### src/rtl/abs_pkg.sv
// Shared constants, codes and types for the alternating bit sender.
package abs_pkg;

  localparam int QUEUE_DEPTH = 16;
  localparam int QPTR_W      = (QUEUE_DEPTH > 1) ? $clog2(QUEUE_DEPTH) : 1;
  localparam int QCNT_W      = $clog2(QUEUE_DEPTH + 1);

  localparam int MSG_BYTES = 20;
  localparam int PAYLOAD_W = 8 * MSG_BYTES;

  localparam int FQ_DEPTH  = 2;
  localparam int FQPTR_W   = $clog2(FQ_DEPTH);
  localparam int FQCNT_W   = $clog2(FQ_DEPTH + 1);

  localparam logic [15:0] TIMEOUT_RESET = 16'd5000;

  localparam logic [1:0] KIND_MSG  = 2'd0;
  localparam logic [1:0] KIND_ACK  = 2'd1;
  localparam logic [1:0] KIND_TICK = 2'd2;

  localparam logic [1:0] EV_NONE = 2'd0;
  localparam logic [1:0] EV_SENT = 2'd1;
  localparam logic [1:0] EV_DROP = 2'd2;

  // Classified word passed from front to back
  typedef struct packed {
    logic [1:0]           kind;
    logic [PAYLOAD_W-1:0] payload;
    logic signed [15:0]   csum;
    logic                 ack_ok;
    logic                 ack_seq;
  } work_t;

  // Packet body kept in the pending store and as the last sent packet
  typedef struct packed {
    logic [PAYLOAD_W-1:0] payload;
    logic signed [15:0]   csum;
  } pkt_t;

  typedef struct packed {
    logic [1:0]           event_res;
    logic                 send_seq;
    logic signed [15:0]   csum;
    logic [PAYLOAD_W-1:0] payload;
  } res_t;

endpackage

### src/rtl/abs_front.sv
// Front end: cuts the payload, computes checksums and pre-checks acknowledgements.
module abs_front (
  input  logic [1:0]             func,
  input  logic [63:0]            payload_lo,
  input  logic [63:0]            payload_mid,
  input  logic [31:0]            payload_hi,
  input  logic signed [31:0]     ack_seq,
  input  logic signed [31:0]     ack_num,
  input  logic signed [31:0]     ack_checksum,
  output abs_pkg::work_t         work
);
  import abs_pkg::*;

  function automatic logic [PAYLOAD_W-1:0] cut_payload(input logic [PAYLOAD_W-1:0] p);
    logic [PAYLOAD_W-1:0] r;
    logic                 keep;
    int                   i;
    int                   j;
    r = '0;
    for (i = 0; i < MSG_BYTES; i++) begin
      keep = 1'b1;
      for (j = 0; j < i; j++) begin
        if (p[8*j +: 8] == 8'd0) begin
          keep = 1'b0;
        end
      end
      if (keep) begin
        r[8*i +: 8] = p[8*i +: 8];
      end
    end
    return r;
  endfunction

  function automatic logic signed [15:0] weighted_sum(input logic [PAYLOAD_W-1:0] p);
    logic signed [15:0] total;
    logic [15:0]        v;
    int                 i;
    total = '0;
    for (i = 0; i < MSG_BYTES; i++) begin
      v = {{8{p[8*i+7]}}, p[8*i +: 8]};
      total = total + signed'(16'(v * 16'(i + 1)));
    end
    return total;
  endfunction

  logic [PAYLOAD_W-1:0] raw;
  logic [PAYLOAD_W-1:0] cut;
  logic signed [15:0]   raw_sum;
  logic                 seq_ok;

  assign raw     = {payload_hi, payload_mid, payload_lo};
  assign cut     = cut_payload(raw);
  assign raw_sum = weighted_sum(raw);
  assign seq_ok  = (ack_seq == 32'sd0) || (ack_seq == 32'sd1);

  always_comb begin
    work.kind    = func;
    work.payload = cut;
    work.csum    = weighted_sum(cut);
    work.ack_ok  = (raw[7:0] == 8'd0)
                && (ack_checksum == {{16{raw_sum[15]}}, raw_sum})
                && (ack_num == 32'sd1)
                && seq_ok;
    work.ack_seq = ack_seq[0];
  end

endmodule

### src/rtl/abs_fifo.sv
// Short queue of classified words between front and back.
module abs_fifo (
  input  logic           clk,
  input  logic           rst,
  input  logic           push,
  input  abs_pkg::work_t push_data,
  output logic           full,
  input  logic           pop,
  output logic           not_empty,
  output abs_pkg::work_t pop_data
);
  import abs_pkg::*;

  work_t                slot [FQ_DEPTH];
  logic [FQPTR_W-1:0]   wr_ptr;
  logic [FQPTR_W-1:0]   rd_ptr;
  logic [FQCNT_W-1:0]   cnt;

  assign full      = (cnt == FQCNT_W'(FQ_DEPTH));
  assign not_empty = (cnt != '0);
  assign pop_data  = slot[rd_ptr];

  always_ff @(posedge clk) begin
    if (push) begin
      slot[wr_ptr] <= push_data;
    end
  end

  always_ff @(posedge clk) begin
    if (rst) begin
      wr_ptr <= '0;
      rd_ptr <= '0;
      cnt    <= '0;
    end else begin
      if (push) begin
        wr_ptr <= (wr_ptr == FQPTR_W'(FQ_DEPTH - 1)) ? '0 : wr_ptr + 1'b1;
      end
      if (pop) begin
        rd_ptr <= (rd_ptr == FQPTR_W'(FQ_DEPTH - 1)) ? '0 : rd_ptr + 1'b1;
      end
      case ({push, pop})
        2'b10:   cnt <= cnt + 1'b1;
        2'b01:   cnt <= cnt - 1'b1;
        default: cnt <= cnt;
      endcase
    end
  end

endmodule

### src/rtl/abs_back.sv
// Back end: sender state, pending store, retransmit timer and result register.
module abs_back (
  input  logic               clk,
  input  logic               rst,
  input  logic               work_valid,
  input  abs_pkg::work_t     work,
  output logic               work_take,
  input  logic               cfg_valid,
  output logic               cfg_ready,
  input  logic [15:0]        cfg_data,
  output logic               out_valid,
  input  logic               out_ready,
  output abs_pkg::res_t      res
);
  import abs_pkg::*;

  logic [15:0]        timeout_ticks;
  logic               seq_bit;
  logic               ready_flag;
  pkt_t               last_pkt;
  pkt_t               store [QUEUE_DEPTH];
  pkt_t               head_pkt;
  logic [QPTR_W-1:0]  head;
  logic [QPTR_W-1:0]  tail;
  logic [QCNT_W-1:0]  count;
  logic [15:0]        timer_count;
  logic               timer_armed;

  logic               seq_bit_next;
  logic               ready_flag_next;
  pkt_t               last_pkt_next;
  logic [QPTR_W-1:0]  head_next;
  logic [QPTR_W-1:0]  tail_next;
  logic [QCNT_W-1:0]  count_next;
  logic [15:0]        timer_count_next;
  logic               timer_armed_next;
  res_t               res_next;
  logic               push;
  logic               send;
  logic               send_seq;
  pkt_t               send_pkt;

  assign cfg_ready = 1'b1;
  assign work_take = work_valid && (!out_valid || out_ready);

  always_comb begin
    seq_bit_next     = seq_bit;
    ready_flag_next  = ready_flag;
    head_next        = head;
    tail_next        = tail;
    count_next       = count;
    timer_count_next = timer_count;
    timer_armed_next = timer_armed;
    push             = 1'b0;
    send             = 1'b0;
    send_seq         = seq_bit;
    send_pkt         = last_pkt;
    res_next         = '0;
    if (work_take) begin
      case (work.kind)
        KIND_MSG: begin
          if (ready_flag) begin
            send     = 1'b1;
            send_seq = ~seq_bit;
            send_pkt = '{payload: work.payload, csum: work.csum};
          end else if (count == QCNT_W'(QUEUE_DEPTH)) begin
            res_next.event_res = EV_DROP;
          end else begin
            push       = 1'b1;
            tail_next  = (tail == QPTR_W'(QUEUE_DEPTH - 1)) ? '0 : tail + 1'b1;
            count_next = count + 1'b1;
          end
        end
        KIND_ACK: begin
          if (work.ack_ok && (work.ack_seq == seq_bit)) begin
            ready_flag_next = 1'b1;
            if (count != '0) begin
              send       = 1'b1;
              send_seq   = ~seq_bit;
              send_pkt   = head_pkt;
              head_next  = (head == QPTR_W'(QUEUE_DEPTH - 1)) ? '0 : head + 1'b1;
              count_next = count - 1'b1;
            end
          end
        end
        KIND_TICK: begin
          if (timer_armed) begin
            if (timer_count <= 16'd1) begin
              send     = 1'b1;
              send_seq = seq_bit;
              send_pkt = last_pkt;
            end else begin
              timer_count_next = timer_count - 16'd1;
            end
          end
        end
        default: begin
        end
      endcase
      if (send) begin
        seq_bit_next       = send_seq;
        ready_flag_next    = 1'b0;
        timer_count_next   = timeout_ticks;
        timer_armed_next   = 1'b1;
        res_next.event_res = EV_SENT;
        res_next.send_seq  = send_seq;
        res_next.csum      = send_pkt.csum;
        res_next.payload   = send_pkt.payload;
      end
    end
    last_pkt_next = send ? send_pkt : last_pkt;
  end

  // Pending store with head word prefetched; bypass when writing the next head
  always_ff @(posedge clk) begin
    if (push) begin
      store[tail] <= '{payload: work.payload, csum: work.csum};
    end
    if (push && (tail == head_next)) begin
      head_pkt <= '{payload: work.payload, csum: work.csum};
    end else begin
      head_pkt <= store[head_next];
    end
    last_pkt <= last_pkt_next;
    if (work_take) begin
      res <= res_next;
    end
  end

  always_ff @(posedge clk) begin
    if (rst) begin
      timeout_ticks <= TIMEOUT_RESET;
      seq_bit       <= 1'b0;
      ready_flag    <= 1'b1;
      head          <= '0;
      tail          <= '0;
      count         <= '0;
      timer_count   <= '0;
      timer_armed   <= 1'b0;
      out_valid     <= 1'b0;
    end else begin
      if (cfg_valid) begin
        timeout_ticks <= cfg_data;
      end
      seq_bit     <= seq_bit_next;
      ready_flag  <= ready_flag_next;
      head        <= head_next;
      tail        <= tail_next;
      count       <= count_next;
      timer_count <= timer_count_next;
      timer_armed <= timer_armed_next;
      if (work_take) begin
        out_valid <= 1'b1;
      end else if (out_ready) begin
        out_valid <= 1'b0;
      end
    end
  end

`ifndef ASSERT_OFF
  a_count_bound: assert property (@(posedge clk) disable iff (rst)
    count <= QCNT_W'(QUEUE_DEPTH))
    else $error("pending count above depth");

  a_ready_empty: assert property (@(posedge clk) disable iff (rst)
    ready_flag |-> (count == '0))
    else $error("ready with messages pending");

  a_empty_ptrs: assert property (@(posedge clk) disable iff (rst)
    (count == '0) |-> (head == tail))
    else $error("empty queue with unequal pointers");

  a_drop_full: assert property (@(posedge clk) disable iff (rst)
    (work_take && (res_next.event_res == EV_DROP)) |-> (count == QCNT_W'(QUEUE_DEPTH)))
    else $error("drop while queue not full");

  a_send_arms: assert property (@(posedge clk) disable iff (rst)
    (work_take && send) |=> (timer_armed && !ready_flag))
    else $error("send did not arm timer");
`endif

endmodule

### src/rtl/alternating_bit_sender_core.sv
// Alternating bit sender: input word -> classify -> queue -> execute -> result word.
//
// Input channel (in_valid/in_ready): one word per item; func selects a message,
// an acknowledgement or a timer tick. Every accepted word yields exactly one
// result word on the output channel (out_valid/out_ready), in order.
// Configuration channel (cfg_valid/cfg_ready): writes timeout_ticks, always
// ready; write it only while the block is idle.
// A word accepted on the input is written into the queue, taken from there by the
// back end and registered in the result register, from which the output presents it.
// Throughput: one word per cycle unless the receiver stalls; the back end updates the
// sender state for one word per cycle and the front checksum trees are combinational.
// When the receiver stalls, the result register holds its word, the two-word
// queue between front and back fills, and in_ready drops once it is full.
// Reset: sequence bit 0, sender ready, pending store and timer empty,
// timeout_ticks 5000. No clearing pass is needed.
module alternating_bit_sender_core (
  input  logic                clk,
  input  logic                rst,
  input  logic                in_valid,
  output logic                in_ready,
  input  logic [1:0]          func,
  input  logic [63:0]         payload_lo,
  input  logic [63:0]         payload_mid,
  input  logic [31:0]         payload_hi,
  input  logic signed [31:0]  ack_seq,
  input  logic signed [31:0]  ack_num,
  input  logic signed [31:0]  ack_checksum,
  input  logic                cfg_valid,
  output logic                cfg_ready,
  input  logic [15:0]         cfg_data,
  output logic                out_valid,
  input  logic                out_ready,
  output logic [1:0]          event_res,
  output logic                send_seq,
  output logic signed [15:0]  send_checksum,
  output logic [63:0]         send_payload_lo,
  output logic [63:0]         send_payload_mid,
  output logic [31:0]         send_payload_hi
);
  import abs_pkg::*;

  work_t front_work;
  work_t back_work;
  logic  fq_full;
  logic  fq_valid;
  logic  fq_pop;
  res_t  res;

  assign in_ready = !fq_full;

  abs_front u_front (
    .func         (func),
    .payload_lo   (payload_lo),
    .payload_mid  (payload_mid),
    .payload_hi   (payload_hi),
    .ack_seq      (ack_seq),
    .ack_num      (ack_num),
    .ack_checksum (ack_checksum),
    .work         (front_work)
  );

  abs_fifo u_fifo (
    .clk       (clk),
    .rst       (rst),
    .push      (in_valid && !fq_full),
    .push_data (front_work),
    .full      (fq_full),
    .pop       (fq_pop),
    .not_empty (fq_valid),
    .pop_data  (back_work)
  );

  abs_back u_back (
    .clk        (clk),
    .rst        (rst),
    .work_valid (fq_valid),
    .work       (back_work),
    .work_take  (fq_pop),
    .cfg_valid  (cfg_valid),
    .cfg_ready  (cfg_ready),
    .cfg_data   (cfg_data),
    .out_valid  (out_valid),
    .out_ready  (out_ready),
    .res        (res)
  );

  assign event_res        = res.event_res;
  assign send_seq         = res.send_seq;
  assign send_checksum    = res.csum;
  assign send_payload_lo  = res.payload[63:0];
  assign send_payload_mid = res.payload[127:64];
  assign send_payload_hi  = res.payload[159:128];

endmodule
### config.mk
export PLATFORM = sky130hd
export DESIGN_NAME = alternating_bit_sender_core
export DESIGN_NICKNAME = d
export VERILOG_FILES = /design/src/rtl/abs_pkg.sv /design/src/rtl/abs_front.sv /design/src/rtl/abs_fifo.sv /design/src/rtl/abs_back.sv /design/src/rtl/alternating_bit_sender_core.sv
export SDC_FILE = /design/constraint.sdc
export NUM_CORES = 2
export LEC_CHECK = 0
export BUFFER_PORTS_ARGS = -buffer_cell sky130_fd_sc_hd__buf_4
export CAP_MARGIN = 20
export CORE_MARGIN = 2
export CORE_UTILIZATION = 30
export DETAILED_ROUTE_END_ITERATION = 8
export GPL_ROUTABILITY_DRIVEN = 0
export PLACE_DENSITY_LB_ADDON = 0.12
export SLEW_MARGIN = 20
export SYNTH_ARGS = -nofsm -noshare
export SYNTH_HDL_FRONTEND = slang
export SYNTH_SLANG_ARGS = --single-unit
### constraint.sdc
create_clock -name clk -period 17.3 [get_ports clk]
set_clock_uncertainty 0.15 [all_clocks]
set_input_delay 0.865 -clock clk [delete_from_list [all_inputs] [get_ports clk]]
set_output_delay 0.865 -clock clk [all_outputs]
set_load 0.02 [all_outputs]
==> Yosys cells after proc, flatten, opt, wreduce, memory -nomap -nowiden <==
Memory sizes are Yosys's and may differ from the RTL's. A register that Yosys moved wholly into a read port is not among the register bits.
Index checks and enable logic that the tools add are counted.
{ "totals": {"mem_bits_rw": 3176, "word_cells": 257, "in_bits": 279, "n_memories": 2, "output_inout_bits": 182, "reg_bits": 408} }
{ "memory_table": {"columns": ["memory", "depth", "width", "rd", "rd_ports_with_merged_regs", "wr", "line_no", "text"], "rows": [
  ["u_back.store", 16, 176, 1, 1, 1, "abs_back.sv:21", "pkt_t store [QUEUE_DEPTH];"],
  ["u_fifo.slot", 2, 180, 1, 1, 1, "abs_fifo.sv:14", "work_t slot [FQ_DEPTH];"]
]} }
{ "classes": {"n_reduce_logical": 47, "eq_ne": 17, "muxes": 90, "bitwise": 4, "mul": 30, "addsub": 47, "n_lt_le_gt_ge": 1} }
{ "ops": {"columns": ["cell", "n"], "rows": [
  ["$mux 176", 3],
  ["$add 16x16->16", 30],
  ["$pmux 176 s2", 1],
  ["$logic_not 8->1", 19],
  ["$mux 8", 19],
  ["$mul 8x5->13 const B", 8],
  ["$eq 32x2->1 const B", 2],
  ["$mul 16x3->15 const B", 4],
  ["$mux 16", 4],
  ["$mul 8x6->14 const B", 4],
  ["$mul 8x4->12 const B", 4],
  ["$mux 1", 48],
  ["$add 16x10->16", 2],
  ["$add 16x11->16", 2],
  ["$add 16x12->16", 2],
  ["$eq 32x32->1", 1],
  ["$logic_not 32->1", 1],
  ["$mul 16x2->14 const B", 2],
  ["$mul 16x2->15 const B", 2],
  ["$mul 16x3->14 const B", 2],
  ["$mul 16x4->15 const B", 2],
  ["$mux 4", 6],
  ["$mul 8x3->11 const B", 2],
  ["$add 8x9->10", 2],
  ["other kinds (33)", 64]
]} }

==> Logic depth before layout (Yosys ltp) <==
{ "logic_depth": {"ltp_word": 23, "mapped_depth": 44, "depth_no_buf": 43} }

==> Cells and area by module <==
A second synthesis with hierarchy kept.
{ "unflattened": {"cells_unflattened": 9251, "area_unflattened_um2": 167309.2} }
{ "by_module_without_submodules": {"columns": ["mod", "seq_area_each_um2", "area_each_um2", "cells_per_inst", "instances"], "rows": [
  ["abs_back", 96282.3, 125071.2, 5755, 1],
  ["abs_front", 0.0, 28633.7, 2912, 1],
  ["abs_fifo", 10910.5, 13594.3, 582, 1],
  ["alternating_bit_sender_core", 0.0, 10.0, 2, 1]
]} }

==> Worst setup path before layout <==
No wires, ideal clock.
{ "synth_path": {"path_kind": "input-to-reg", "from": "in out_ready", "to": "mem u_back.store[3][0] (netlist bit), enable pin", "path_stages": 5, "arrival_ns": 13.818, "setup_time_ns": 0.926, "slack_ns": 2.406, "path_cell_list": "nand2b_1 -> o21ai_1 -> nor4_2 -> nand2_1 -> nor3_1"} }
{ "synth_between": {"elab_chain_cells": 5} }
{ "synth_lines": {"columns": ["item", "line_no", "text"], "rows": [
  ["start, declared", "alternating_bit_sender_core.sv:32", "input logic out_ready,"],
  ["$logic_or 1x1->1", "abs_back.sv:44", "assign work_take = work_valid && (!out_valid || out_ready);"],
  ["$logic_and 1x1->1", "abs_back.sv:44", null],
  ["$mux 1", "abs_back.sv:59", "if (work_take) begin"],
  ["$mux 1", "abs_back.sv:116", "if (push) begin"],
  ["$mux 1 (not written as such)", "abs_back.sv:117", "store[tail] <= '{payload: work.payload, csum: work.csum};"],
  ["end, declared", "abs_back.sv:21", null]
]} }
Every way passes these cells.

==> run_results.csv <==
group,metric,value,unit
global_route,grt_usage,19.7,%
clock_tree,post-cts-setup-buffers,0,
floorplan,die_x,744,µm
min_path,worst_hold_path_type,"in -> reg",
logic_synthesis,synth-compound-area-share,3.17,%
floorplan,die-area,0.554,mm²
worst_setup_path,crit_top_cell,"fa_1",
clock_tree,clock_latency,1030,ps
sta,max_slew_margin,17.1,%
routing,dr.first_iter.drc_count,7752,
layout,most-common-layout-cells,"edfxtp_1 (3531), mux4_2 (875), inv_1 (821), buf_4 (629), ha_1 (572)",
logic_synthesis,netlist_area,0.164,mm²
floorplan,initial_core_util,30.1,%
sta,tns,0,ps
sta,worstMarginPinSlew,1240,ps
place,preCtsSetupSlack,4680,ps
floorplan,num_rows,271,
floorplan,die-height,744,µm
clock_tree,clk_path_buf_depth,4,
worst_setup_path,cp_num_buf_inv,7,
logic_synthesis,yosysTopAreaCell,"edfxtp_1",
worst_setup_path,rrSetupSlack,10310,ps
clock_tree,cts_htree_levels,5,
logic_synthesis,ys_warn_count,0,
sta,drv_slew,0,
routing,drt-pass1-iter-count,5,
worst_setup_path,critPathLaunch,"payload_lo[0]",
logic_synthesis,netlist_instances,9027,
logic_synthesis,synth_top_family_by_area,"multiplexers",
global_route,grt_max_degree,114,
logic_synthesis,synth_mux_area_share,13.4,%
logic_synthesis,async_flop_share,0,%
sta,hold_viol,0,
clock_tree,clkTransAtPathRegs,60,ps
status,status,"complete, no violations",
min_path,min_from,"payload_lo[11]",
global_route,grt_pass1_wl,758,mm
layout,drive_gt1_share,23.1,%
logic_synthesis,ys_ff_latch,3589,
routing,drc_errors,0,
place,io_buffers,459,
worst_setup_path,ff2ff_path_depth,13,
logic_synthesis,synth_xor_area_share,1.87,%
routing,viasPerCell,5.00,
logic_synthesis,synth_flop_cell,"edfxtp_1",
layout,syn_to_final_growth,15.9,%
logic_synthesis,ys_seq_area_share,65.2,%
routing,finalWirelength,554,mm
sta,period_minus_slack,12090,ps
sta,rsz0062_at_grt,"false",
worst_setup_path,crit-reg2reg-capture,"u_back.last_pkt[97]",
worst_setup_path,cp_max_fo,27,
routing,wire_per_inst,31.9,µm
sta,setup_ws,5210,ps
sta,fmax,82.7,MHz
routing,ant_nets,0,
global_route,grt_pass1_vias,91311,
sta,fin_crit_sh,69.9,%
worst_setup_path,crit_family,"adder cells",
logic_synthesis,syn-num-nets,10415,
worst_setup_path,crit_type,"in -> reg",
routing,vias,86904,
min_path,worstHoldPathCells,2,
worst_setup_path,slowest_delay,680,ps
clock_tree,cts_buffers,400,
logic_synthesis,post_synth.cell_area_avg,18.2,µm²
sta,setup_viol,0,
global_route,grt_overflow,0,
sta,worst_hold_slack,127,ps
clock_tree,ctsResizeCount,0,
worst_setup_path,required,17880,ps
logic_synthesis,synth_edf_count,3531,
global_route,antenna_found_initial,98,
floorplan,io_pins,461,
worst_setup_path,setup.worst_path.start_class,"primary input",
logic_synthesis,synth.distinct_cells,85,
place,dp_hpwl,359,mm
clock_tree,root_buffer,"clkbuf_16",
clock_tree,cts_sinks,3589,
layout,final_common_cell,"edfxtp_1",
worst_setup_path,crit_arrival,12660,ps
job,maxCapViolations,0,
min_path,holdPathEnd,"u_fifo.slot[0][29]",
clock_tree,cts_tree,"done",
floorplan,core_area,0.545,mm²
logic_synthesis,netlist.area_leader.share,64.5,%
logic_synthesis,yosys-top-cells-area,"edfxtp_1 (65%), mux4_2 (12%), fa_1 (6.5%)",
worst_setup_path,cpMaxStageDelayCell,"and4_4",
logic_synthesis,yosys.area_share.simple,2.79,%
worst_setup_path,end_kind,"flip-flop",
layout,final_nets,11161,
logic_synthesis,synth_fa_ha_area_share,10.9,%
## synth_stat cells (26+ instances only)
master / instances
edfxtp_1: 3531
mux4_2: 875
inv_1: 823
ha_1: 572
fa_1: 537
nand2_1: 451
a21oi_1: 312
xnor2_1: 230
clkbuf_1: 229
mux2_2: 179
a22oi_1: 171
o21ai_0: 106
nor2_1: 99
xor2_1: 99
and2_1: 84
buf_2: 76
a21o_1: 70
dfxtp_1: 58
o21bai_1: 57
nor2b_1: 55
nor4_1: 42
and3_1: 34
nor3_1: 34
nand2b_1: 28
nand3_1: 26
## worst max path at each step
stage,end,cells past startpoint
final,u_fifo.slot[0][17],42
after floorplan,u_back.store[3][0],5
after detailed placement,u_fifo.slot[0][17],42
after global placement,u_fifo.slot[0][17],42
after global routing,u_fifo.slot[1][17],42
after CTS,u_fifo.slot[0][17],42
## state kept, by name, summed over array words and instances, names as in the netlist, named ones only
register and flops:
u_fifo.slot 360, u_back.store 2816, u_back.timer_count 16, u_back.tail 4
u_back.last_pkt 176, u_back.out_valid 1, u_back.head 4, u_back.timeout_ticks 16
u_back.ready_flag 1, u_fifo.cnt 2, u_back.seq_bit 1, u_back.res 179
u_back.timer_armed 1, u_fifo.wr_ptr 1, u_back.count 5, u_fifo.rd_ptr 1
## cell families after synthesis
family / Yosys count
other: 1
buffers and inverters: 1152
AND/OR/NAND/NOR: 938
flip-flops: 3589
AO/OA/AOI/OAI: 825
XOR/XNOR: 337
adder cells (fa/ha/maj): 1109
multiplexers: 1076
## layer usage
metal	up-vias	wire length, µm	track usage, %	part of all wire, %
li1	36313	-	-	-
met1	47601	238000	26.6	43
met2	2313	266000	32.6	48
met3	617	37100	4.50	6.7
met4	60	12700	4.23	2.3
met5	-	379	0	0.068
## stage by stage
stage          std cells  utilization [%]  area, µm²
2_1_floorplan       9027                -     164000
5_1_grt            17346             34.9     190000
6_report           17368             34.9     191000
3_3_place_gp       16576             32.5     177000
3_5_place_dp       16577             32.5     177000
4_1_cts            17338             34.9     190000
## timing repair
action | in CTS | in global routing
hold buffers | 28 | 0
endpoints found under the setup margin | 0 | 0
endpoints found under the hold margin | 39 | 0
## area by class of cell
class	instances	area, µm²
Fill cell	51537	355000
Timing Repair Buffer	672	5300
Clock inverter	243	2430
Multi-Input combinational cell	4286	52900
Antenna cell	30	75.1
Sequential cell	3589	107000
Tap cell	7234	9050
Clock buffer	490	10400
Inverter	824	3110
Power is left out: the tool's default activity adds up to more than one toggle a clock period on the data nets, which glitch-free logic cannot reach.
